## config.mk

```make
export PLATFORM = sky130hd
export DESIGN_NAME = psr_queue
export DESIGN_NICKNAME = d
export VERILOG_FILES = /design/src/rtl/psr_pkg.sv /design/src/rtl/psr_queue.sv
export SDC_FILE = /design/constraint.sdc
export NUM_CORES = 1
export LEC_CHECK = 0
export ABC_AREA = 1
export BUFFER_PORTS_ARGS = -buffer_cell sky130_fd_sc_hd__buf_2
export CORE_MARGIN = 5
export CORE_UTILIZATION = 50
export DETAILED_ROUTE_END_ITERATION = 10
export PLACE_DENSITY = 0.81
export SLEW_MARGIN = 20
export SYNTH_ARGS = -nofsm -noshare
export SYNTH_HDL_FRONTEND = slang
export SYNTH_SLANG_ARGS = --single-unit
export TNS_END_PERCENT = 100
```

## constraint.sdc

```tcl
create_clock -name clk -period 4.5 [get_ports clk]
set_input_delay 1.125 -clock clk [delete_from_list [all_inputs] [get_ports clk]]
set_output_delay 1.125 -clock clk [all_outputs]
set_load 0.01 [all_outputs]
```

## src/rtl/psr_pkg.sv

```systemverilog
package psr_pkg;

    // Fixed-point format of the downscale step.
    localparam int STEP_FRAC_BITS = 8;
    localparam int STEP_W         = 16;
    localparam logic [STEP_W-1:0] STEP_ONE        = STEP_W'(1 << STEP_FRAC_BITS);
    localparam logic [STEP_W-1:0] DOWN_STEP_RESET = STEP_W'(256);

    // Widths of the scaler's counters and targets.
    localparam int COL_TGT_W = 28;
    localparam int ROW_TGT_W = 32;
    localparam int OUT_COL_W = 12;
    localparam int ROW_W     = 16;
    localparam int COPY_W    = 4;
    localparam int CFG_W     = 16;
    localparam int CFG_AW    = 3;

    // Command queue between the front and back halves.
    localparam int QUEUE_DEPTH = 4;
    localparam int QUEUE_AW    = $clog2(QUEUE_DEPTH);
    localparam int QUEUE_CW    = $clog2(QUEUE_DEPTH + 1);

    // Register indexes on the configuration port.
    localparam logic [CFG_AW-1:0] REG_SCALE_MODE = 3'd0;
    localparam logic [CFG_AW-1:0] REG_UP_FACTOR  = 3'd1;
    localparam logic [CFG_AW-1:0] REG_DOWN_STEP  = 3'd2;
    localparam logic [CFG_AW-1:0] REG_IN_WIDTH   = 3'd3;
    localparam logic [CFG_AW-1:0] REG_OUT_WIDTH  = 3'd4;
    localparam logic [CFG_AW-1:0] REG_OUT_HEIGHT = 3'd5;

    localparam logic MODE_UP    = 1'b0;
    localparam logic MODE_DOWN  = 1'b1;
    localparam logic KIND_PIXEL = 1'b0;
    localparam logic KIND_TICK  = 1'b1;

    typedef struct packed {
        logic [7:0] red;
        logic [7:0] green;
        logic [7:0] blue;
    } pixel_t;

    typedef struct packed {
        logic       kind;
        logic [7:0] blue;
        logic [7:0] green;
        logic [7:0] red;
    } in_beat_t;

    typedef struct packed {
        logic [7:0] out_blue;
        logic [7:0] out_green;
        logic [7:0] out_red;
        logic       last_of_run;
        logic       row_end;
        logic       dropped;
    } out_beat_t;

    typedef struct packed {
        logic              scale_mode;
        logic [3:0]        up_factor;
        logic [STEP_W-1:0] down_step;
        logic [11:0]       in_width;
        logic [11:0]       out_width;
        logic [15:0]       out_height;
    } cfg_t;

    // Control part of one command from the front to the back.
    typedef struct packed {
        logic              wr;       // store the pixel in the line buffer
        logic              rd;       // take the pixel from the line buffer
        logic              row_end;
        logic              dropped;
        logic [COPY_W-1:0] copies;   // number of output beats, at least one
    } cmd_ctrl_t;

endpackage

```

## src/rtl/psr_queue.sv

```systemverilog
module psr_queue #(
    parameter int WIDTH = 32
) (
    input  logic             clk,
    input  logic             rst_n,
    input  logic             push,
    input  logic [WIDTH-1:0] wdata,
    output logic             full,
    input  logic             pop,
    output logic             valid,
    output logic [WIDTH-1:0] rdata
);
    import psr_pkg::*;

    logic [WIDTH-1:0]    slot_reg [QUEUE_DEPTH];
    logic [QUEUE_AW-1:0] wr_ptr_reg, wr_ptr_next;
    logic [QUEUE_AW-1:0] rd_ptr_reg, rd_ptr_next;
    logic [QUEUE_CW-1:0] count_reg, count_next;

    assign full  = count_reg == QUEUE_CW'(QUEUE_DEPTH);
    assign valid = count_reg != '0;
    assign rdata = slot_reg[rd_ptr_reg];

    always_comb
    begin
        wr_ptr_next = push ? wr_ptr_reg + QUEUE_AW'(1) : wr_ptr_reg;
        rd_ptr_next = pop ? rd_ptr_reg + QUEUE_AW'(1) : rd_ptr_reg;
        count_next  = count_reg + QUEUE_CW'(push) - QUEUE_CW'(pop);
    end

    always_ff @(posedge clk)
    begin
        if (push)
            slot_reg[wr_ptr_reg] <= wdata;
    end

    always_ff @(posedge clk or negedge rst_n)
    begin
        if (!rst_n)
        begin
            wr_ptr_reg <= '0;
            rd_ptr_reg <= '0;
            count_reg  <= '0;
        end
        else
        begin
            wr_ptr_reg <= wr_ptr_next;
            rd_ptr_reg <= rd_ptr_next;
            count_reg  <= count_next;
        end
    end

    a_no_overflow: assert property (@(posedge clk) disable iff (!rst_n)
        push |-> !full || pop)
        else $error("push into a full command queue");

    a_no_underflow: assert property (@(posedge clk) disable iff (!rst_n)
        pop |-> valid)
        else $error("pop from an empty command queue");

    a_count_bound: assert property (@(posedge clk) disable iff (!rst_n)
        count_reg <= QUEUE_CW'(QUEUE_DEPTH))
        else $error("command queue count out of range");

endmodule

```

==> results of run 1 <==
power groups by stage:
stage	clock network [mW]	logic, mW	registers [mW]
final	1.32	1.48	1.72
after global routing	1.40	1.67	1.74
after CTS	1.34	1.50	1.72
after detailed placement	0	1.49	1.75
after global placement	0	1.44	1.73
after floorplan	0	1.01	1.73
stage by stage:
| stage | area (um2) | power (mW) | instances |
|---|---|---|---|
| 2_1_floorplan | 5790 | 2.74 | 547 |
| 5_1_grt | 6800 | 4.81 | 776 |
| 3_5_place_dp | 6230 | 3.24 | 744 |
| 4_1_cts | 6800 | 4.57 | 776 |
| 3_3_place_gp | 6230 | 3.17 | 744 |
| 6_report | 6800 | 4.52 | 776 |
worst reg2reg max path: stages (launching register included):
cell and delay (ns):
sky130_fd_sc_hd__dfrtp_1 0.42, sky130_fd_sc_hd__ha_1 0.22, sky130_fd_sc_hd__nand2_1 0.06, sky130_fd_sc_hd__clkinv_1 0.51
sky130_fd_sc_hd__buf_4 0.46
kinds of logic (layout without fill, tap and decap cells):
| group | count (synthesis) | after routing |
|---|---|---|
| xor gates and xnor gates | 3 | 3 |
| DFF | 135 | 135 |
| AOI/OAI and AO/OA | 1 | 1 |
| adders and majority gates | 7 | 7 |
| buffers and inverters | 163 | 249 |
| and+or+nand+nor | 238 | 238 |
metal layers:
| metal | share of wire | up-vias | global-route usage |
|---|---|---|---|
| li1 | - | 1841 | - |
| met1 | 0.40 | 1741 | 0.198 |
| met2 | 0.51 | 113 | 0.283 |
| met3 | 0.070 | 25 | 0.0591 |
| met4 | 0.019 | 6 | 0.0624 |
| met5 | 0.0020 | - | 0 |
cell type report:
| cell class | count | share of cell area |
|---|---|---|
| clock buffer | 20 | 0.0642 |
| clock inverter | 12 | 0.0197 |
| inverter | 142 | 0.0784 |
| multi-input combinational | 249 | 0.162 |
| sequential | 135 | 0.591 |
| tap | 143 | 0.0263 |
| timing repair buffer | 75 | 0.0574 |
final timing paths:
path | cells after the start | end
max in group asynchronous | 1 | rd_ptr_reg[0]$_DFFE_PN0P_
hold / removal | 1 | count_reg[0]$_DFF_PN0_
setup reg to reg | 4 | slot_reg[3][14]$_DFFE_PP_
setup / recovery | 5 | rdata[17]
hold reg to reg | 1 | wr_ptr_reg[0]$_DFFE_PN0P_
min in group clk | 1 | wr_ptr_reg[0]$_DFFE_PN0P_
cells in the final DEF (no fill, tap or decap):
master                         n
sky130_fd_sc_hd__o21ai_0       1
sky130_fd_sc_hd__ha_1          6
sky130_fd_sc_hd__inv_2         2
sky130_fd_sc_hd__bufinv_16     3
sky130_fd_sc_hd__clkinvlp_4    1
sky130_fd_sc_hd__nand2_1     171
sky130_fd_sc_hd__buf_2        69
sky130_fd_sc_hd__fa_1          1
sky130_fd_sc_hd__clkbuf_1      3
sky130_fd_sc_hd__inv_1       136
sky130_fd_sc_hd__clkinv_1      7
sky130_fd_sc_hd__nor3_1        1
sky130_fd_sc_hd__edfxtp_1    128
sky130_fd_sc_hd__dfrtp_1       6
sky130_fd_sc_hd__buf_4         6
sky130_fd_sc_hd__clkinv_2      5
sky130_fd_sc_hd__nand3_1      66
sky130_fd_sc_hd__dfrtp_2       1
sky130_fd_sc_hd__xor2_1        3
sky130_fd_sc_hd__clkbuf_16    17
==> out/results.md, run 1 <==
| Step | Item | This run |
|:---|:---|:---|
| outcome | Outcome | completed |
| drt | Number of DRC markers after the initial detailed-route iteration | 373 |
| final layout | Count of nets after finishing | 663 |
| clock network | TritonCTS Buffers | 17 |
| clock network | Clock tree from TritonCTS | done |
| floorplanning | Area enclosed by the die boundary | 0.0138 mm2 |
| drt | Length of the first detailed-routing pass in iterations | 5 |
| drt | Detailed-route vias per instance | 4.80 |
| setup path | Required time worst endpoint | 3.38 ns |
| setup path | Critical Path Slowest Stage Cell | sky130_fd_sc_hd__inv_2 |
| clock network | Clock transition at the register clock pins on the worst setup and hold paths after CTS | 0.05 ns |
| power and ir drop | Power density relative to cell area | 666 mW/mm2 |
| drt | Aggregate routed wire length | 11.3 mm |
| floorplanning | Total number of placement rows | 39 |
| placement | Worst setup timing slack at the placement stage | 1.70 ns |
| power and ir drop | Leakage power of the design | 3.22 nW |
| sta | Final hold slack | 0.541 ns |
| sta | Unrepaired setup endpoints after global routing | no |
| sta | Final setup fails | 0 |
| synthesis | Compound-gate portion of the synthesized area | 0.000865 |
| synthesis | Proportion of synthesized area in mux cells | 0 |
| floorplanning | X dimension of the die | 118 um |
| power and ir drop | Internal power | 2.98 mW |
| global routing | Wire length of the first global-routing pass | 18.2 mm |
| global routing | Number of antenna violations at the first check in global routing | 3 |
| final layout | Ant. Diodes | 0 |
| power and ir drop | Peak supply drop | 0.394 mV |
| drt | Residual antenna-violating net count after detailed routing | 0 |
| synthesis | Yosys Warn Count | 0 |
| final layout | Share of post-route cells with drive strength above 1 | 0.164 |
| floorplanning | Core region area | 0.0114 mm2 |
| synthesis | Post-Syn Area | 0.00579 mm2 |
| clock network | Buffer count from post-CTS setup fixing | 0 |
| setup path | Worst setup startpoint | rd_ptr_reg[0]$_DFFE_PN0P_ |
| drt | Total number of vias | 3,726 |
| synthesis | Commonest register cell after synthesis | sky130_fd_sc_hd__edfxtp_1 |
| setup path | Combined buffer and inverter count along the critical path | 2 |
| sta | TNS Setup | 0 ns |
| synthesis | Post-Synth XOR/XNOR Area | 0.00454 |
| setup path | Capturing element type of the critical path | output pin |
| setup path | Startpoint class of the critical path | register |
| synthesis | Cell count after synthesis | 547 |
| power and ir drop | Combinational share of power | 0.326 |
| drt | Wire length per cell after detailed routing | 14.5 um |
| clock network | Clock Path Buffers | 2 |
| global routing | Total congestion overflow after global routing | 0 |
| synthesis | Average instance area after synthesis | 10.6 um2 |
| clock network | Root Driver | sky130_fd_sc_hd__clkbuf_16 |
| sta | Final period utilization | 0.723 |
| synthesis | Synth cell count leaders | sky130_fd_sc_hd__nand2_1, sky130_fd_sc_hd__inv_1, sky130_fd_sc_hd__edfxtp_1 |
| setup path | Maximum fanout along the worst path | 64 |
| synthesis | Count of flip-flops with a built-in enable after synthesis | 128 |
| final layout | Combined flip-flop and latch cell area | 0.00402 mm2 |
| placement | Input/output buffers | 69 |
| synthesis | Synth top area share | 0.664 |
| run | Max-cap violation count | 0 |
| setup path | Worst-case register-to-register setup slack | 2.56 ns |
| power and ir drop | Switching share of power | 0.341 |
| sta | Pins over their slew limit | 0 |
| floorplanning | Starting density of the core | 0.509 |
| global routing | Global-route usage over all layers | 0.168 |
| setup path | Cell class contributing the biggest share of worst-path delay | buffers and inverters |
| clock network | CTS resizes | 0 |
| synthesis | Flops & latches, synth | 135 |
| synthesis | Unique masters post-synth | 15 |
| sta | Fmax | 307 MHz |
| setup path | Cell with the most instances on the worst path | sky130_fd_sc_hd__nand2_1 |
| synthesis | Largest cells by area after synthesis | sky130_fd_sc_hd__edfxtp_1, sky130_fd_sc_hd__nand2_1, sky130_fd_sc_hd__inv_1 |
| power and ir drop | Power dissipated by switching net loads | 1.54 mW |
| global routing | Number of global-route vias before repair | 3,788 |
| sta | Least-Margin Pin Slew | 1.05 ns |
| final layout | Multi-input gate area | 0.00110 mm2 |
| clock network | Sinks on the clock net | 135 |
| clock network | Clk Latency, worst-skew pair | 0.41 ns |
| drt | Post-route DRC | 0 |
| setup path | Worst R2R Start | wr_ptr_reg[0]$_DFFE_PN0P_ |
| clock network | Clock H-tree levels | 4 |
| final layout | Share of the core filled with cells in the final layout | 0.598 |
| placement | Half-perimeter wire length of the detailed placement result | 6.97 mm |
| setup path | Type of the worst setup path | register to output pin |
| placement | Global placer's final weighted congestion | 0.778 |
| synthesis | Cell with the most instances after synthesis | sky130_fd_sc_hd__nand2_1 |
| synthesis | Simple-gate share of the synthesized area | 0.169 |
| synthesis | Combinational family with the most area after synthesis | simple AND/OR/NAND/NOR gates |
| sta | Shortest clock period the worst path allows after layout | 3.25 ns |
| floorplanning | Number of top-level design ports | 70 |
| synthesis | Sequential share of the synthesized area | 0.694 |
| global routing | Largest net degree at the start of global routing | 67 |
| sta | Hold Violations, Final | 0 |
| synthesis | Synthesized netlist net count | 590 |
| final layout | Fill cells | 857 |
| setup path | Critical Path, Cell by Cell | inv_2, nand2_1, nand3_1, nand2_1, buf_2 |
| synthesis | Async set-reset flop share out of synthesis | 0.0519 |
| power and ir drop | Clock power share | 0.292 |
| sta | Headroom to the max-slew limit | 0.301 |
| final layout | Post-synthesis to final-layout area growth | 17.4% |
| sta | Final setup margin | 1.25 ns |
| min path | Kind of path behind the tightest hold check | primary input to async pin |
| synthesis | Cell type contributing the most total cell area after synthesis | sky130_fd_sc_hd__edfxtp_1 |
| power and ir drop | Part of the power in registers | 0.381 |
| setup path | Arrival time of data at the critical path endpoint | 2.13 ns |
| synthesis | Arithmetic-cell share of the synthesized area counting full adders, half adders and majority gates | 0.0164 |
| floorplanning | Floorplan die height | 118 um |
| clock network | Hold-fix buffers, CTS | 0 |
| sta | Worst Skew | 0.00377 ns |
| setup path | Max incr delay on CP | 0.76 ns |
| final layout | Flip-flop count of the largest register after layout | 128 |
No activity file was read; power rests on OpenSTA's default activity.
==> run 2: changes to the inputs <==
clock period = 3.2 ns   (was 4.5 ns; I/O delays follow)
==> out/results.md, run 2 (synthesis gave the netlist of run 1 again) <==
| Step | Item | This run |
|:---|:---|:---|
| outcome | Outcome | completed |
| power and ir drop | Part of the power in registers | 0.377 |
| sta | Final period utilization | 0.846 |
| sta | Hold Violations, Final | 0 |
| sta | Final setup fails | 0 |
| floorplanning | X dimension of the die | 118 um |
| setup path | Cell with the most instances on the worst path | sky130_fd_sc_hd__nand2_1 |
| final layout | Share of post-route cells with drive strength above 1 | 0.171 |
| clock network | Clock Path Buffers | 2 |
| clock network | TritonCTS Buffers | 17 |
| sta | Pins over their slew limit | 0 |
| drt | Total number of vias | 3,709 |
| drt | Number of DRC markers after the initial detailed-route iteration | 237 |
| global routing | Total congestion overflow after global routing | 0 |
| min path | Kind of path behind the tightest hold check | primary input to async pin |
| drt | Wire length per cell after detailed routing | 14.5 um |
| setup path | Capturing element type of the critical path | output pin |
| floorplanning | Area enclosed by the die boundary | 0.0138 mm2 |
| setup path | Arrival time of data at the critical path endpoint | 1.91 ns |
| clock network | Clock H-tree levels | 4 |
| setup path | Combined buffer and inverter count along the critical path | 3 |
| global routing | Largest net degree at the start of global routing | 67 |
| drt | Residual antenna-violating net count after detailed routing | 0 |
| placement | Input/output buffers | 69 |
| power and ir drop | Post-layout power | 6.42 mW |
| setup path | Startpoint class of the critical path | register |
| setup path | Maximum fanout along the worst path | 27 |
| placement | Global placer's final weighted congestion | 0.782 |
| sta | Unrepaired setup endpoints after global routing | no |
| clock network | Clock transition at the register clock pins on the worst setup and hold paths after CTS | 0.06 ns |
| global routing | Global-route usage over all layers | 0.173 |
| placement | Half-perimeter wire length of the detailed placement result | 7.00 mm |
| final layout | Flip-flop count of the largest register after layout | 128 |
| sta | Least-Margin Pin Slew | 0.696 ns |
| clock network | Root Driver | sky130_fd_sc_hd__clkbuf_16 |
| clock network | Clock tree from TritonCTS | done |
| sta | Shortest clock period the worst path allows after layout | 2.71 ns |
| global routing | Number of global-route vias before repair | 3,803 |
| power and ir drop | Peak supply drop | 0.528 mV |
| clock network | Clk Latency, worst-skew pair | 0.42 ns |
| setup path | Max incr delay on CP | 0.40 ns |
| drt | Aggregate routed wire length | 11.3 mm |
| power and ir drop | Combinational share of power | 0.326 |
| clock network | CTS resizes | 0 |
| sta | Worst Skew | 0.00630 ns |
| clock network | Buffer count from post-CTS setup fixing | 0 |
| sta | Fmax | 370 MHz |
| clock network | Hold-fix buffers, CTS | 0 |
| drt | Detailed-route vias per instance | 4.76 |
| floorplanning | Floorplan die height | 118 um |
| final layout | Highest-count cells in the layout ignoring fill and taps | sky130_fd_sc_hd__nand2_1, sky130_fd_sc_hd__inv_1, sky130_fd_sc_hd__edfxtp_1, sky130_fd_sc_hd__buf_2, sky130_fd_sc_hd__nand3_1 |
| setup path | Type of the worst setup path | register to output pin |
| final layout | Ant. Diodes | 0 |
| power and ir drop | Switching share of power | 0.344 |
| global routing | Number of antenna violations at the first check in global routing | 1 |
| final layout | Count of nets after finishing | 666 |
| sta | Headroom to the max-slew limit | 0.536 |
| global routing | Wire length of the first global-routing pass | 18.8 mm |
| floorplanning | Core region area | 0.0114 mm2 |
| sta | TNS Setup | 0 ns |
| drt | Post-route DRC | 0 |
| drt | Length of the first detailed-routing pass in iterations | 4 |
| power and ir drop | Leakage power of the design | 3.24 nW |
| setup path | Critical Path, Cell by Cell | inv_2, buf_4, nand2_1, nand3_1, nand2_1, buf_2 |
| power and ir drop | Clock power share | 0.297 |
| floorplanning | Number of top-level design ports | 70 |
| final layout | Most common cell after layout, fill and taps aside | sky130_fd_sc_hd__nand2_1 |
| final layout | Post-synthesis to final-layout area growth | 18.3% |
| power and ir drop | Internal power | 4.21 mW |
| floorplanning | Starting density of the core | 0.509 |
| floorplanning | Total number of placement rows | 39 |
| power and ir drop | Power dissipated by switching net loads | 2.21 mW |
| setup path | Required time worst endpoint | 2.40 ns |
| run | Max-cap violation count | 0 |
| clock network | Sinks on the clock net | 135 |
| setup path | Critical Path Slowest Stage Cell | sky130_fd_sc_hd__dfrtp_2 |
| power and ir drop | Power density relative to cell area | 938 mW/mm2 |
| setup path | Cell class contributing the biggest share of worst-path delay | buffers and inverters |
-- run 2: changes by cell type in the layout (fill, tap and decap cells not counted) --
cell and change:
sky130_fd_sc_hd__clkbuf_1 -3, sky130_fd_sc_hd__clkinv_2 -2, sky130_fd_sc_hd__clkinv_1 +1, sky130_fd_sc_hd__buf_4 +2, sky130_fd_sc_hd__buf_12 +1, sky130_fd_sc_hd__clkinv_4 +3
sky130_fd_sc_hd__clkinvlp_4 +1
-- run 2: layout make-up --
cell class	instances	area [um2]
Clock buffer	17	425
Sequential cell	135	4020
Tap cell	143	179
Timing Repair Buffer	78	425
Fill cell	886	4520
Clock inverter	15	161
Multi-Input combinational cell	249	1100
Inverter	142	533
-- run 2: per-layer routing --
metal  track usage  up-vias  share of wire
met5             0        -         0.0011
li1              -     1854              -
met3        0.0538       24          0.067
met1         0.212     1720           0.41
met2         0.279      109           0.50
met4        0.0824        2          0.025
-- run 2: per-stage QoR --
stage | hold slack (ns) | util | cell area (um2) | worst slack, ns | instances
floorplan | 0.491 | - | 5790 | 1.10 | 547
global placement | 0.510 | 0.551 | 6260 | 0.966 | 747
detailed placement | 0.551 | 0.551 | 6260 | 0.920 | 747
CTS | 0.196 | 0.602 | 6850 | 0.463 | 779
global route | 0.211 | 0.602 | 6850 | 0.348 | 779
finish | 0.206 | 0.602 | 6850 | 0.494 | 779
-- run 2: path summary, 6_finish.rpt --
kind	start	end	slack (ns)	depth (start not counted)
min in group clk	wr_ptr_reg[0]$_DFFE_PN0P_	wr_ptr_reg[0]$_DFFE_PN0P_	0.56	1
worst min register to register	wr_ptr_reg[0]$_DFFE_PN0P_	wr_ptr_reg[0]$_DFFE_PN0P_	0.56	1
worst min-delay path	rst_n	wr_ptr_reg[1]$_DFFE_PN0P_	0.21	1
worst max-delay path	rd_ptr_reg[0]$_DFFE_PN0P_	rdata[17]	0.49	6
max in group asynchronous	rst_n	rd_ptr_reg[0]$_DFFE_PN0P_	2.83	1
worst max register to register	wr_ptr_reg[0]$_DFFE_PN0P_	slot_reg[1][12]$_DFFE_PP_	1.36	4
-- run 2: power groups by stage --
stage / clock network, mW / logic [mW] / registers, mW
floorplan: 0 / 1.42 / 2.43
global placement: 0 / 2.04 / 2.44
detailed placement: 0 / 2.12 / 2.45
CTS: 1.94 / 2.14 / 2.42
global route: 2.01 / 2.39 / 2.45
finish: 1.91 / 2.10 / 2.42
