==> config.mk <==
export PLATFORM = sky130hd
export DESIGN_NAME = psr_front
export DESIGN_NICKNAME = d
export VERILOG_FILES = /design/src/rtl/psr_pkg.sv /design/src/rtl/psr_front.sv
export SDC_FILE = /design/constraint.sdc
export NUM_CORES = 1
export LEC_CHECK = 0
export ABC_CLOCK_PERIOD_IN_PS = 12000
export BUFFER_PORTS_ARGS = -buffer_cell sky130_fd_sc_hd__clkbuf_2
export CAP_MARGIN = 10
export CORE_MARGIN = 4
export CORE_UTILIZATION = 61
export CTS_BUF_LIST = sky130_fd_sc_hd__clkbuf_8
export DETAILED_ROUTE_END_ITERATION = 10
export GPL_TIMING_DRIVEN = 0
export MAX_ROUTING_LAYER = met4
export PLACE_DENSITY = 0.82
export SLEW_MARGIN = 15
export SYNTH_ARGS = -nofsm -noshare
export SYNTH_HDL_FRONTEND = slang
export SYNTH_SLANG_ARGS = --single-unit
==> constraint.sdc <==
create_clock -name clk -period 12 [get_ports clk]
set_input_delay 0.6 -clock clk [delete_from_list [all_inputs] [get_ports clk]]
set_output_delay 0.6 -clock clk [all_outputs]
set_load 0.1 [all_outputs]
==> src/rtl/psr_pkg.sv <==
package psr_pkg;

    // Fixed-point format of the downscale step.
    localparam int STEP_FRAC_BITS = 8;
    localparam int STEP_W         = 16;
    localparam logic [STEP_W-1:0] STEP_ONE        = STEP_W'(1 << STEP_FRAC_BITS);
    localparam logic [STEP_W-1:0] DOWN_STEP_RESET = STEP_W'(256);

    // Widths of the scaler's counters and targets.
    localparam int COL_TGT_W = 28;
    localparam int ROW_TGT_W = 32;
    localparam int OUT_COL_W = 12;
    localparam int ROW_W     = 16;
    localparam int COPY_W    = 4;
    localparam int CFG_W     = 16;
    localparam int CFG_AW    = 3;

    // Command queue between the front and back halves.
    localparam int QUEUE_DEPTH = 4;
    localparam int QUEUE_AW    = $clog2(QUEUE_DEPTH);
    localparam int QUEUE_CW    = $clog2(QUEUE_DEPTH + 1);

    // Register indexes on the configuration port.
    localparam logic [CFG_AW-1:0] REG_SCALE_MODE = 3'd0;
    localparam logic [CFG_AW-1:0] REG_UP_FACTOR  = 3'd1;
    localparam logic [CFG_AW-1:0] REG_DOWN_STEP  = 3'd2;
    localparam logic [CFG_AW-1:0] REG_IN_WIDTH   = 3'd3;
    localparam logic [CFG_AW-1:0] REG_OUT_WIDTH  = 3'd4;
    localparam logic [CFG_AW-1:0] REG_OUT_HEIGHT = 3'd5;

    localparam logic MODE_UP    = 1'b0;
    localparam logic MODE_DOWN  = 1'b1;
    localparam logic KIND_PIXEL = 1'b0;
    localparam logic KIND_TICK  = 1'b1;

    typedef struct packed {
        logic [7:0] red;
        logic [7:0] green;
        logic [7:0] blue;
    } pixel_t;

    typedef struct packed {
        logic       kind;
        logic [7:0] blue;
        logic [7:0] green;
        logic [7:0] red;
    } in_beat_t;

    typedef struct packed {
        logic [7:0] out_blue;
        logic [7:0] out_green;
        logic [7:0] out_red;
        logic       last_of_run;
        logic       row_end;
        logic       dropped;
    } out_beat_t;

    typedef struct packed {
        logic              scale_mode;
        logic [3:0]        up_factor;
        logic [STEP_W-1:0] down_step;
        logic [11:0]       in_width;
        logic [11:0]       out_width;
        logic [15:0]       out_height;
    } cfg_t;

    // Control part of one command from the front to the back.
    typedef struct packed {
        logic              wr;       // store the pixel in the line buffer
        logic              rd;       // take the pixel from the line buffer
        logic              row_end;
        logic              dropped;
        logic [COPY_W-1:0] copies;   // number of output beats, at least one
    } cmd_ctrl_t;

endpackage

==> src/rtl/psr_front.sv <==
module psr_front #(
    parameter int MAX_WIDTH  = 2048,
    parameter int MAX_FACTOR = 8
) (
    input  logic                clk,
    input  logic                rst_n,
    input  logic                restart,
    input  psr_pkg::cfg_t       cfg,
    input  logic                in_valid,
    output logic                in_ready,
    input  psr_pkg::in_beat_t   in_data,
    input  logic                q_full,
    output logic                push,
    output psr_pkg::cmd_ctrl_t  cmd_ctrl,
    output psr_pkg::pixel_t     cmd_px,
    output logic [((MAX_WIDTH > 1) ? $clog2(MAX_WIDTH) : 1)-1:0] cmd_addr
);
    import psr_pkg::*;

    localparam int CW  = (MAX_WIDTH > 1) ? $clog2(MAX_WIDTH) : 1;
    localparam int WW  = $clog2(MAX_WIDTH + 1);
    localparam int RLW = $clog2(MAX_FACTOR * MAX_WIDTH + 1);
    localparam int CSW = COL_TGT_W + 1;
    localparam int RSW = ROW_TGT_W + 1;

    logic [CW-1:0]        in_col_reg, in_col_next;
    logic [OUT_COL_W-1:0] out_col_reg, out_col_next;
    logic [ROW_W-1:0]     out_row_reg, out_row_next;
    logic [ROW_W-1:0]     in_row_reg, in_row_next;
    logic [COL_TGT_W-1:0] col_target_reg, col_target_next;
    logic [ROW_TGT_W-1:0] row_target_reg, row_target_next;
    logic [RLW-1:0]       replay_left_reg, replay_left_next;
    logic [CW-1:0]        replay_col_reg, replay_col_next;

    logic [WW-1:0]        w;
    logic [COPY_W-1:0]    f;
    logic [STEP_W-1:0]    s;
    logic [OUT_COL_W-1:0] ow;
    logic [ROW_W-1:0]     oh;
    logic [31:0]          iw32;
    logic [31:0]          uf32;
    logic                 accept;
    logic [CW-1:0]        col;
    logic [CW-1:0]        rcol;
    logic                 row_last;
    logic                 rrow_last;
    logic [CSW-1:0]       col_src;
    logic [RSW-1:0]       row_src;
    logic                 row_sel;
    logic                 col_sel;
    logic [WW+3:0]        rl_prod;

    assign in_ready = !q_full && !restart;
    assign accept   = in_valid && in_ready;

    // Effective configuration with out-of-range values clamped.
    always_comb
    begin
        iw32 = 32'(cfg.in_width);
        uf32 = 32'(cfg.up_factor);
        if (iw32 == 32'd0)
            w = WW'(1);
        else if (iw32 > 32'(MAX_WIDTH))
            w = WW'(MAX_WIDTH);
        else
            w = WW'(iw32);
        if (uf32 == 32'd0)
            f = COPY_W'(1);
        else if (uf32 > 32'(MAX_FACTOR))
            f = COPY_W'(MAX_FACTOR);
        else
            f = cfg.up_factor;
        s  = (cfg.down_step < STEP_ONE) ? STEP_ONE : cfg.down_step;
        ow = (cfg.out_width == '0) ? OUT_COL_W'(1) : cfg.out_width;
        oh = (cfg.out_height == '0) ? ROW_W'(1) : cfg.out_height;
    end

    // Column positions and nearest-centre source indexes.
    always_comb
    begin
        col       = (WW'(in_col_reg) < w) ? in_col_reg : '0;
        rcol      = (WW'(replay_col_reg) < w) ? replay_col_reg : '0;
        row_last  = (WW'(col) + WW'(1)) == w;
        rrow_last = (WW'(rcol) + WW'(1)) == w;
        col_src   = (CSW'(col_target_reg) + CSW'(1 << (STEP_FRAC_BITS - 1)))
                    >> STEP_FRAC_BITS;
        row_src   = (RSW'(row_target_reg) + RSW'(1 << (STEP_FRAC_BITS - 1)))
                    >> STEP_FRAC_BITS;
        row_sel   = (out_row_reg < oh) && (RSW'(in_row_reg) == row_src);
        col_sel   = row_sel && (out_col_reg < ow) && (CSW'(col) == col_src);
        rl_prod   = (WW + 4)'(f - COPY_W'(1)) * (WW + 4)'(w);
    end

    always_comb
    begin
        in_col_next      = in_col_reg;
        out_col_next     = out_col_reg;
        out_row_next     = out_row_reg;
        in_row_next      = in_row_reg;
        col_target_next  = col_target_reg;
        row_target_next  = row_target_reg;
        replay_left_next = replay_left_reg;
        replay_col_next  = replay_col_reg;
        push             = 1'b0;
        cmd_ctrl         = '0;
        cmd_px           = '0;
        cmd_addr         = '0;

        if (restart)
        begin
            in_col_next      = '0;
            out_col_next     = '0;
            out_row_next     = '0;
            in_row_next      = '0;
            replay_left_next = '0;
            replay_col_next  = '0;
            col_target_next  = COL_TGT_W'(cfg.down_step >> 1);
            row_target_next  = ROW_TGT_W'(cfg.down_step >> 1);
        end
        else if (accept)
        begin
            case (cfg.scale_mode)
                MODE_UP:
                begin
                    if (in_data.kind == KIND_TICK)
                    begin
                        if (replay_left_reg != '0)
                        begin
                            push             = 1'b1;
                            cmd_ctrl.rd      = 1'b1;
                            cmd_ctrl.copies  = f;
                            cmd_ctrl.row_end = rrow_last;
                            cmd_addr         = rcol;
                            replay_col_next  = rrow_last ? '0 : rcol + CW'(1);
                            replay_left_next = replay_left_reg - RLW'(1);
                        end
                    end
                    else if (replay_left_reg != '0)
                    begin
                        push             = 1'b1;
                        cmd_ctrl.dropped = 1'b1;
                        cmd_ctrl.copies  = COPY_W'(1);
                    end
                    else
                    begin
                        push             = 1'b1;
                        cmd_ctrl.wr      = 1'b1;
                        cmd_ctrl.copies  = f;
                        cmd_ctrl.row_end = row_last;
                        cmd_addr         = col;
                        cmd_px           = '{red: in_data.red, green: in_data.green,
                                             blue: in_data.blue};
                        if (row_last)
                        begin
                            in_col_next      = '0;
                            replay_col_next  = '0;
                            replay_left_next = RLW'(rl_prod);
                        end
                        else
                        begin
                            in_col_next = col + CW'(1);
                        end
                    end
                end
                MODE_DOWN:
                begin
                    if (in_data.kind == KIND_PIXEL)
                    begin
                        if (col_sel)
                        begin
                            push             = 1'b1;
                            cmd_ctrl.copies  = COPY_W'(1);
                            cmd_ctrl.row_end = ((out_col_reg + OUT_COL_W'(1)) == ow)
                                               || row_last;
                            cmd_px           = '{red: in_data.red, green: in_data.green,
                                                 blue: in_data.blue};
                            out_col_next     = out_col_reg + OUT_COL_W'(1);
                            col_target_next  = col_target_reg + COL_TGT_W'(s);
                        end
                        if (row_last)
                        begin
                            in_col_next     = '0;
                            out_col_next    = '0;
                            col_target_next = COL_TGT_W'(s >> 1);
                            if (row_sel)
                            begin
                                out_row_next    = out_row_reg + ROW_W'(1);
                                row_target_next = row_target_reg + ROW_TGT_W'(s);
                            end
                            if (in_row_reg != '1)
                                in_row_next = in_row_reg + ROW_W'(1);
                        end
                        else
                        begin
                            in_col_next = col + CW'(1);
                        end
                    end
                end
                default:
                begin
                    push = 1'b0;
                end
            endcase
        end
    end

    always_ff @(posedge clk or negedge rst_n)
    begin
        if (!rst_n)
        begin
            in_col_reg      <= '0;
            out_col_reg     <= '0;
            out_row_reg     <= '0;
            in_row_reg      <= '0;
            col_target_reg  <= COL_TGT_W'(DOWN_STEP_RESET >> 1);
            row_target_reg  <= ROW_TGT_W'(DOWN_STEP_RESET >> 1);
            replay_left_reg <= '0;
            replay_col_reg  <= '0;
        end
        else
        begin
            in_col_reg      <= in_col_next;
            out_col_reg     <= out_col_next;
            out_row_reg     <= out_row_next;
            in_row_reg      <= in_row_next;
            col_target_reg  <= col_target_next;
            row_target_reg  <= row_target_next;
            replay_left_reg <= replay_left_next;
            replay_col_reg  <= replay_col_next;
        end
    end

endmodule

==> out/metrics.cfg, run 1 <==
[hold_path]
hp-class = in -> async

[clock_network]
hold_buffers = 0
path_clk_slew_ns = 0.10
cts.sinks = 141
cts_buffer_depth = 2
cts_tree = built
post_cts_resized = 0
post_cts_buffers = 0
h-tree-depth = 4
numCtsBuffers = 17
worstSkewPairLatency_ns = 0.48
cts_root_buffer = clkbuf_8

[logic_synthesis]
ys_seq_elements = 141
synth_edf_count = 0
synth-main-ff-cell = dfrtp_1
synth_cells = 1822
synth_seq_area_share = 0.238
yosys_warnings = 0
synth_area_mm2 = 0.0149
synthArstFlopShare = 1.00
synth.avg_cell_area_um2 = 8.16
ys_types = 95

[setup_path]
r2r_start = in_col_reg[7]$_DFFE_PN0P_
endpoint_kind = output port
arrival_ns = 8.64
reg2regPathDepth = 20
startpoint = cfg[39]
rr_endpoint = col_target_reg[22]$_DFFE_PN0P_
critical_path_class = in -> out
cp-start-kind = primary input
cp_data_required_time_ns = 11.40
r2r_setup_slack_ns = 5.23
crit_fanout = 10
timing.critical_path.to = cmd_ctrl[5]

[global_route]
overflow = 0
grt_pass1_wl_um = 74200
gr-usage-all-layers = 0.355
grt_max_degree = 83
antenna_found_initial = 0
first_global_vias = 14400

[detailed_routing]
wire_per_inst_um = 20.0
drt_pass1_iterations = 6
drc = 0
ant_nets = 0
viasPerCell = 6.47
vias = 15000
wirelength_um = 46500
drt_iter0_drc = 1582

[timing]
finalSetupViolCount = 0
fmax_mhz = 108
rsz0062_at_grt = false
fin_setup_tns_ns = 0
worst_slack_ns = 2.76
clock-skew-final_ns = 0.0160
worst_pin_slew_ns = 1.07
hold_viol_final = 0
timing.final.crit_share = 0.770
slew_headroom = 0.287
fin_hold_ws_ns = 0.0795
finalCriticalPeriod_ns = 9.24
report.final.slew_viol_count = 0

[finish]
nets = 2234
largest_reg_flops = 32
num_antenna_cells = 0
mostFrequentLayoutCells = inv_1, nor2_1, dfrtp_1, clkbuf_2, ha_1
final_common_cell = inv_1
final_layout_size_suffix_gt1_frac = 0.128
areaGrowthSynthToFinish_pct = 10.6
design_area_mm2 = 0.0164

[floorplan]
dieArea_mm2 = 0.0269
die_height_um = 164
core.rowCount = 56
fp.dieW_um = 164
coreArea_mm2 = 0.0238
initial_utilization = 0.626
ioPinCount = 136

[power_and_ir_drop]
total_leakage_power_uw = 0.00749
p_clk_frac = 0.229
seq_power_share = 0.304
p_switching_uw = 773
power_frac_comb = 0.467
p_per_area_mw_per_mm2 = 108
ir_worst_vdd_mv = 0.0639
sw_frac_of_total = 0.434
intPower_uw = 1010

[placed_design]
hpwl_um = 35800
post-place-ws_ns = 3.07
gp_congestion = 1.01
portBuffers = 133
dpl-instance-area_mm2 = 0.0160

[outcome]
status = finished clean

[flow_run]
cap_violations = 0

final cells by class:
cell class | count | area (µm²)
Buffer | 94 | 409
Clock buffer | 17 | 234
Clock inverter | 14 | 153
Fill cell | 2017 | 7320
Inverter | 142 | 533
Multi-Input combinational cell | 1465 | 10500
Sequential cell | 141 | 3530
Tap cell | 319 | 399
Timing Repair Buffer | 134 | 702
power by group through the flow:
stage                     registers [µW]  logic (µW)  clock network [µW]
after detailed placement             550         811                   0
after floorplan                      539         609                   0
final                                542         832                 408
after global routing                 546         916                 428
after CTS                            541         817                 407
after global placement               549         783                   0
through the flow:
step	power, µW	cells	util
5_1_grt	1890	2326	0.692
6_report	1780	2326	0.692
2_1_floorplan	1150	1842	-
3_5_place_dp	1360	2295	0.675
3_3_place_gp	1330	2294	0.674
4_1_cts	1760	2326	0.691
logic make-up (layout without fill, tap and decap cells):
kind of cell	after synthesis	after routing	synth area share
other cells	2	22	0.000505
compound gates	464	464	0.209
xor+xnor	116	116	0.0684
fa+ha+maj	149	149	0.142
mux	48	48	0.0345
simple gates	666	666	0.245
buf+inv	236	401	0.0634
flops	141	141	0.238
worst min path at each step:
stage,endpoint,slack [ns],cells past startpoint
2_1_floorplan,col_target_reg[0]$_DFFE_PN0P_,0.30,0
6_report,out_row_reg[14]$_DFFE_PN0P_,0.08,1
3_3_place_gp,col_target_reg[0]$_DFFE_PN0P_,0.48,1
4_1_cts,out_row_reg[15]$_DFFE_PN0P_,0.09,1
5_1_grt,out_row_reg[15]$_DFFE_PN0P_,0.1,1
3_5_place_dp,col_target_reg[3]$_DFFE_PN0P_,0.49,1
Yosys cell counts (20+ instances only):
| cell type | count | share of area |
|---|---|---|
| inv_1 | 141 | 0.036 |
| dfrtp_1 | 139 | 0.23 |
| nor2_1 | 139 | 0.035 |
| ha_1 | 115 | 0.097 |
| nand2_1 | 114 | 0.029 |
| a21oi_1 | 108 | 0.036 |
| o21ai_0 | 91 | 0.031 |
| xnor2_1 | 76 | 0.045 |
| clkbuf_1 | 62 | 0.016 |
| and2_1 | 54 | 0.023 |
| nand3_1 | 52 | 0.018 |
| nor3_1 | 46 | 0.015 |
| xor2_1 | 40 | 0.024 |
| nand4_1 | 36 | 0.015 |
| and3_1 | 34 | 0.014 |
| fa_1 | 33 | 0.044 |
| nor2b_1 | 28 | 0.012 |
| o31ai_1 | 28 | 0.014 |
| nand2b_1 | 27 | 0.011 |
| a21o_1 | 26 | 0.013 |
| a31oi_1 | 25 | 0.011 |
| a211oi_1 | 24 | 0.012 |
| or3_1 | 23 | 0.0097 |
| or4_1 | 23 | 0.012 |
| buf_2 | 22 | 0.0074 |
| mux2i_1 | 22 | 0.015 |
| nor4_1 | 20 | 0.0084 |
worst max-delay path: stages:
cell	delay [ns]
clkbuf_2	0.16
buf_2	0.21
nor2b_1	0.61
inv_1	0.40
ha_1	0.31
a2111oi_0	0.35
o21ai_0	0.20
nand3b_1	0.16
a21boi_4	0.35
buf_2	0.27
buf_1	0.35
and2_1	0.20
ha_1	0.25
nand3_2	0.19
or2_4	0.31
nor2_4	0.12
xnor2_1	0.08
a221o_1	0.36
nor4b_2	0.31
nand3_1	0.34
nor2_1	0.85
clkbuf_1	0.66
o21ai_0	0.22
a211oi_1	0.25
clkbuf_2	0.51
routing by layer:
metal / GRT usage / wire length, µm / share of wire / vias to the layer above
li1: - / - / - / 6958
met1: 0.467 / 19400 / 0.42 / 7190
met2: 0.550 / 21200 / 0.46 / 753
met3: 0.0610 / 4170 / 0.090 / 139
met4: 0.136 / 1750 / 0.038 / 0
met5: - / 0 / 0 / -
Note: power is estimated with default switching activity, not from simulation.
==> run 2, diff against run 1 <==
- ABC_AREA: unset -> 1
- ABC_CLOCK_PERIOD_IN_PS: 12000 -> 7800
- CORE_UTILIZATION: 61 -> 57
- PLACE_DENSITY: 0.82 -> 0.8
- clock period: 12 -> 7.8 ns (I/O delays scaled with it)
==> run 2 against run 1 <==
  * Largest cell class unchanged
  * Combinational power grew 65%
  * Utilization shrank 4.6 points
  * Critical path depth grew 7
  * Sequential share of layout area shrank 0.55 points
  * Sequential power grew 73%
  * Count of clock-buffer cells in the layout is the same
  * Setup slack lost 1.5 ns
==> out/metrics.cfg, run 2 <==
[placed_design]
portBuffers = 133
dpl-instance-area_mm2 = 0.0164
gp_congestion = 0.976
hpwl_um = 34000

[timing]
rsz0062_at_grt = false
worst_pin_slew_ns = 0.845
timing.final.crit_share = 0.842
finalSetupViolCount = 0
fin_setup_tns_ns = 0
fmax_mhz = 152
finalCriticalPeriod_ns = 6.56
report.final.slew_viol_count = 0
clock-skew-final_ns = 0.0270
hold_viol_final = 0
slew_headroom = 0.437

[global_route]
first_global_vias = 14800
overflow = 0
antenna_found_initial = 0
gr-usage-all-layers = 0.297
grt_max_degree = 76
grt_pass1_wl_um = 69300

[logic_synthesis]
ys_types = 63
synth_seq_area_share = 0.232
synth.avg_cell_area_um2 = 6.65
synth_edf_count = 0
yosys_warnings = 0
netlist_top_cells_area = dfrtp_1, nand2_1, ha_1
synth_top_area_cell = dfrtp_1
synth_area_mm2 = 0.0152
synth_cells = 2283
ys_seq_elements = 141
synthArstFlopShare = 1.00
yosys-top-cells-count = nand2_1, inv_1, nor2_1
netlist.area_leader.share = 0.229
synth-main-ff-cell = dfrtp_1
yosysMostFrequentCell = nand2_1

[setup_path]
crit_family = simple AND/OR/NAND/NOR gates
reg2regPathDepth = 21
slowest_delay_ns = 0.48
cp_data_required_time_ns = 7.41
endpoint_kind = output port
critPathBufInv = 7
slowest_stage = clkbuf_2
r2r_setup_slack_ns = 3.36
critical_path_class = in -> out
arrival_ns = 6.17
r2r_start = in_col_reg[9]$_DFFE_PN0P_
cp-start-kind = primary input
crit_fanout = 10
rr_endpoint = out_col_reg[3]$_DFFE_PN0P_

[power_and_ir_drop]
p_per_area_mw_per_mm2 = 179
ir_worst_vdd_mv = 0.122
total_leakage_power_uw = 0.00852

[floorplan]
dieArea_mm2 = 0.0293
initial_utilization = 0.581
core.rowCount = 59
coreArea_mm2 = 0.0261
die_height_um = 171
ioPinCount = 136
fp.dieW_um = 171

[clock_network]
cts_tree = built
hold_buffers = 1
h-tree-depth = 4
path_clk_slew_ns = 0.09
worstSkewPairLatency_ns = 0.48
cts.sinks = 141
cts_root_buffer = clkbuf_8
numCtsBuffers = 17
cts_buffer_depth = 2
post_cts_resized = 0
post_cts_buffers = 0

[hold_path]
hp-class = in -> reg
worstHoldPathCells = 3
hold_start = cfg[53]
hold-path-endpoint = row_target_reg[12]$_DFFE_PN0P_

[finish]
nets = 2696
mostFrequentLayoutCells = nand2_1, inv_1, nor2_1, nand3_1, dfrtp_1
num_antenna_cells = 0
fillerInstances = 2373
final_layout_size_suffix_gt1_frac = 0.118
largest_reg_flops = 32
areaGrowthSynthToFinish_pct = 11.0
final_common_cell = nand2_1
design_area_mm2 = 0.0169

[detailed_routing]
wire_per_inst_um = 15.3
wirelength_um = 42900
vias = 15600
viasPerCell = 5.55
drc = 0
drt_pass1_iterations = 5
drt_iter0_drc = 1278
ant_nets = 0

[outcome]
status = finished clean

[flow_run]
cap_violations = 0

-- run 2: worst max path at each step --
stage                             end  depth (start not counted)    start
after floorplan           cmd_ctrl[5]                         30  cfg[38]
after global placement    cmd_ctrl[5]                         32  cfg[35]
after detailed placement  cmd_ctrl[5]                         32  cfg[35]
after CTS                 cmd_ctrl[5]                         32  cfg[38]
after global routing      cmd_ctrl[5]                         32  cfg[35]
final                     cmd_ctrl[5]                         32  cfg[38]
-- run 2: metal layers --
layer,wire length [µm],GRT usage
met1,18000,0.371
met2,19700,0.485
met3,3530,0.0464
met4,1660,0.120
met5,0,-
-- run 2: kinds of logic (layout without fill, tap and decap cells) --
group	Yosys count	in the layout	synth area share
adders and majority gates	148	148	0.138
and+or+nand+nor	1178	1178	0.338
muxes	4	4	0.00264
DFF	141	141	0.232
AOI/OAI and AO/OA	316	316	0.125
buffers and inverters	396	563	0.106
xor gates and xnor gates	98	98	0.0574
other	2	22	0.000494
-- run 2: final cells by class --
class / count / area (µm²) / share of cell area
Multi-Input combinational cell: 1766 / 10100 / 0.601
Sequential cell: 141 / 3530 / 0.209
Inverter: 331 / 1250 / 0.0740
Timing Repair Buffer: 135 / 712 / 0.0422
Tap cell: 335 / 419 / 0.0248
Buffer: 65 / 360 / 0.0214
Clock buffer: 17 / 234 / 0.0139
Clock inverter: 15 / 234 / 0.0139
-- run 2: report_power, final --
group          switching (µW)  internal (µW)
registers                 114            823
logic                     843            527
clock network             333            387
total                    1290           1740
-- run 2: stage by stage --
step / utilization / hold WS, ns / setup slack, ns / cells / power, µW
final: 0.645 / 0.273 / 1.24 / 2805 / 3030
after global routing: 0.645 / 0.296 / 0.853 / 2805 / 3260
after CTS: 0.645 / 0.253 / 1.32 / 2805 / 3020
after detailed placement: 0.627 / 0.428 / 1.33 / 2772 / 2290
after global placement: 0.626 / 0.453 / 1.49 / 2771 / 2240
after floorplan: - / 0.0944 / 2.16 / 2303 / 1960
-- run 2: worst register-to-register path, stage by stage (launching register included) --
cell and delay [ns]:
dfrtp_1 0.46, ha_1 0.34, a21oi_1 0.14, nor2_1 0.05
o21ai_0 0.15, o21a_1 0.29, nand2_2 0.17, nor2_1 0.33
ha_1 0.27, nand4_2 0.19, nor2_4 0.23, nand3_1 0.10
nand2_1 0.08, nand2_1 0.08, nand2_1 0.06, nand3_1 0.11
nor2_4 0.28, nand2_2 0.12, buf_6 0.17, nand4_1 0.19
clkbuf_1 0.36, o21ai_0 0.16
==> run 3, diff against run 2 <==
- ABC_CLOCK_PERIOD_IN_PS: 7800 -> 5790
- clock period: 7.8 -> 5.79 ns (I/O delays scaled with it)
==> run 3 against run 2 <==
  * Global-route usage about the same
  * Hold slack worse by 0.10 ns
  * Wire length up 0.78%
  * Combinational power up 36%
  * Sequential cell count unchanged
==> out/metrics.cfg, run 3 (synthesis results as in run 2) <==
[timing]
finalSetupViolCount = 0
slew_headroom = 0.458
fmax_mhz = 181
timing.final.crit_share = 0.954
clock-skew-final_ns = 0.0269
finalCriticalPeriod_ns = 5.52
report.final.slew_viol_count = 0
worst_pin_slew_ns = 0.814
hold_viol_final = 0

[finish]
instances_no_fill = 2817
largest_reg_flops = 32
num_antenna_cells = 0
utilization = 0.651
nets = 2708
mostFrequentLayoutCells = nand2_1, inv_1, nor2_1, nand3_1, dfrtp_1
final_common_cell = nand2_1
areaGrowthSynthToFinish_pct = 12.0
final_layout_size_suffix_gt1_frac = 0.127

[power_and_ir_drop]
sw_frac_of_total = 0.426
power_uw = 4090
seq_power_share = 0.309
intPower_uw = 2350
p_per_area_mw_per_mm2 = 240
p_switching_uw = 1750
ir_worst_vdd_mv = 0.163
total_leakage_power_uw = 0.00860
power_frac_comb = 0.455
p_clk_frac = 0.237

[setup_path]
crit_fanout = 10
slowest_delay_ns = 0.27
r2r_start = row_target_reg[7]$_DFFE_PN1P_
endpoint_kind = output port
rr_endpoint = out_col_reg[11]$_DFFE_PN0P_
r2r_setup_slack_ns = 1.62
reg2regPathDepth = 19
cp_data_required_time_ns = 5.50
critical_path_class = in -> out
critPathBufInv = 7
timing.critical_path.to = cmd_ctrl[5]
startpoint = cfg[36]
cp.depth = 30
slowest_stage = nor2_4
arrival_ns = 5.23
crit_family = simple AND/OR/NAND/NOR gates
cp-start-kind = primary input
critical_path.most_common_cell = nor2_4

[detailed_routing]
drc = 0
wire_per_inst_um = 15.3
ant_nets = 0
viasPerCell = 5.56
drt_iter0_drc = 1271
wirelength_um = 43200
vias = 15700
drt_pass1_iterations = 8

[global_route]
grt_max_degree = 76
gr-usage-all-layers = 0.297
antenna_found_initial = 0
grt_pass1_wl_um = 69300
first_global_vias = 14800
overflow = 0

[placed_design]
portBuffers = 133
hpwl_um = 34000
dp.cells = 2772
gp_congestion = 0.976

[clock_network]
h-tree-depth = 4
cts_tree = built
numCtsBuffers = 17
path_clk_slew_ns = 0.09
cts_buffer_depth = 2
worstSkewPairLatency_ns = 0.48
cts_root_buffer = clkbuf_8
cts.sinks = 141

[floorplan]
die_height_um = 171
fp.dieW_um = 171
initial_utilization = 0.581
coreArea_mm2 = 0.0261
ioPinCount = 136
dieArea_mm2 = 0.0293
core.rowCount = 59

[flow_run]
cap_violations = 0

[hold_path]
hp-class = in -> reg

[outcome]
status = finished clean

run 3: cell types whose count changed in the layout (fill, tap and decap cells not counted), sizes merged:
cell / change
clkinvlp: +1
buf: +12
inv: -1
run 3: how the worst min path moves through the flow:
stage	startpoint	to	slack (ns)	cells after the start
final	cfg[53]	row_target_reg[12]$_DFFE_PN0P_	0.17	3
after global routing	cfg[54]	row_target_reg[13]$_DFFE_PN0P_	0.20	3
after CTS	cfg[53]	row_target_reg[12]$_DFFE_PN0P_	0.15	3
after detailed placement	rst_n	replay_col_reg[8]$_DFFE_PN0P_	0.33	1
after global placement	row_target_reg[31]$_DFFE_PN0P_	row_target_reg[31]$_DFFE_PN0P_	0.45	2
after floorplan	rst_n	col_target_reg[0]$_DFFE_PN0P_	-0.006	0
run 3: power groups by stage:
stage          sequential [µW]  combinational (µW)  clock [µW]
4_1_cts                   1260                1830         978
3_3_place_gp              1270                1750           0
6_report                  1260                1860         968
3_5_place_dp              1280                1800           0
5_1_grt                   1280                2110        1020
2_1_floorplan             1230                1410           0
run 3: layout make-up:
| type | count | area, µm² |
|---|---|---|
| clock inverter | 15 | 234 |
| fill | 2350 | 9110 |
| clock buffer | 17 | 234 |
| tap | 335 | 419 |
| buffer | 65 | 360 |
| timing repair buffer | 147 | 811 |
| sequential | 141 | 3530 |
| inverter | 331 | 1250 |
| multi-input combinational | 1766 | 10200 |
run 3: timing repair:
| action | 4_1_cts | 5_1_grt |
|---|---|---|
| pin swaps | 0 | 5 |
| hold buffers | 1 | 0 |
| hold endpoints to repair | 65 | 0 |
| resized for setup | 6 | 12 |
| endpoints found under the setup margin | 1 | 2 |
| setup buffers | 0 | 12 |
run 3: layer usage:
layer	global-route usage	vias to the layer above	wire length [µm]
li1	-	7751	-
met1	0.369	7114	18000
met2	0.487	656	19900
met3	0.0478	145	3590
met4	0.119	0	1770
met5	-	-	0
run 3: stage by stage:
step                setup TNS, ns  hold WS (ns)  area (µm²)  setup slack [ns]
detailed placement         -0.555         0.327       16400            -0.476
global placement           -0.316         0.453       16400            -0.316
floorplan                       0      -0.00609       15300             0.354
CTS                             0         0.153       16900            0.0214
finish                          0         0.173       17000             0.269
global route              -0.0875         0.195       17000           -0.0875
run 3: tightest hold or removal path: stages:
cell      delay, ns
clkbuf_2       0.11
mux2i_1        0.09
o21ai_2        0.12
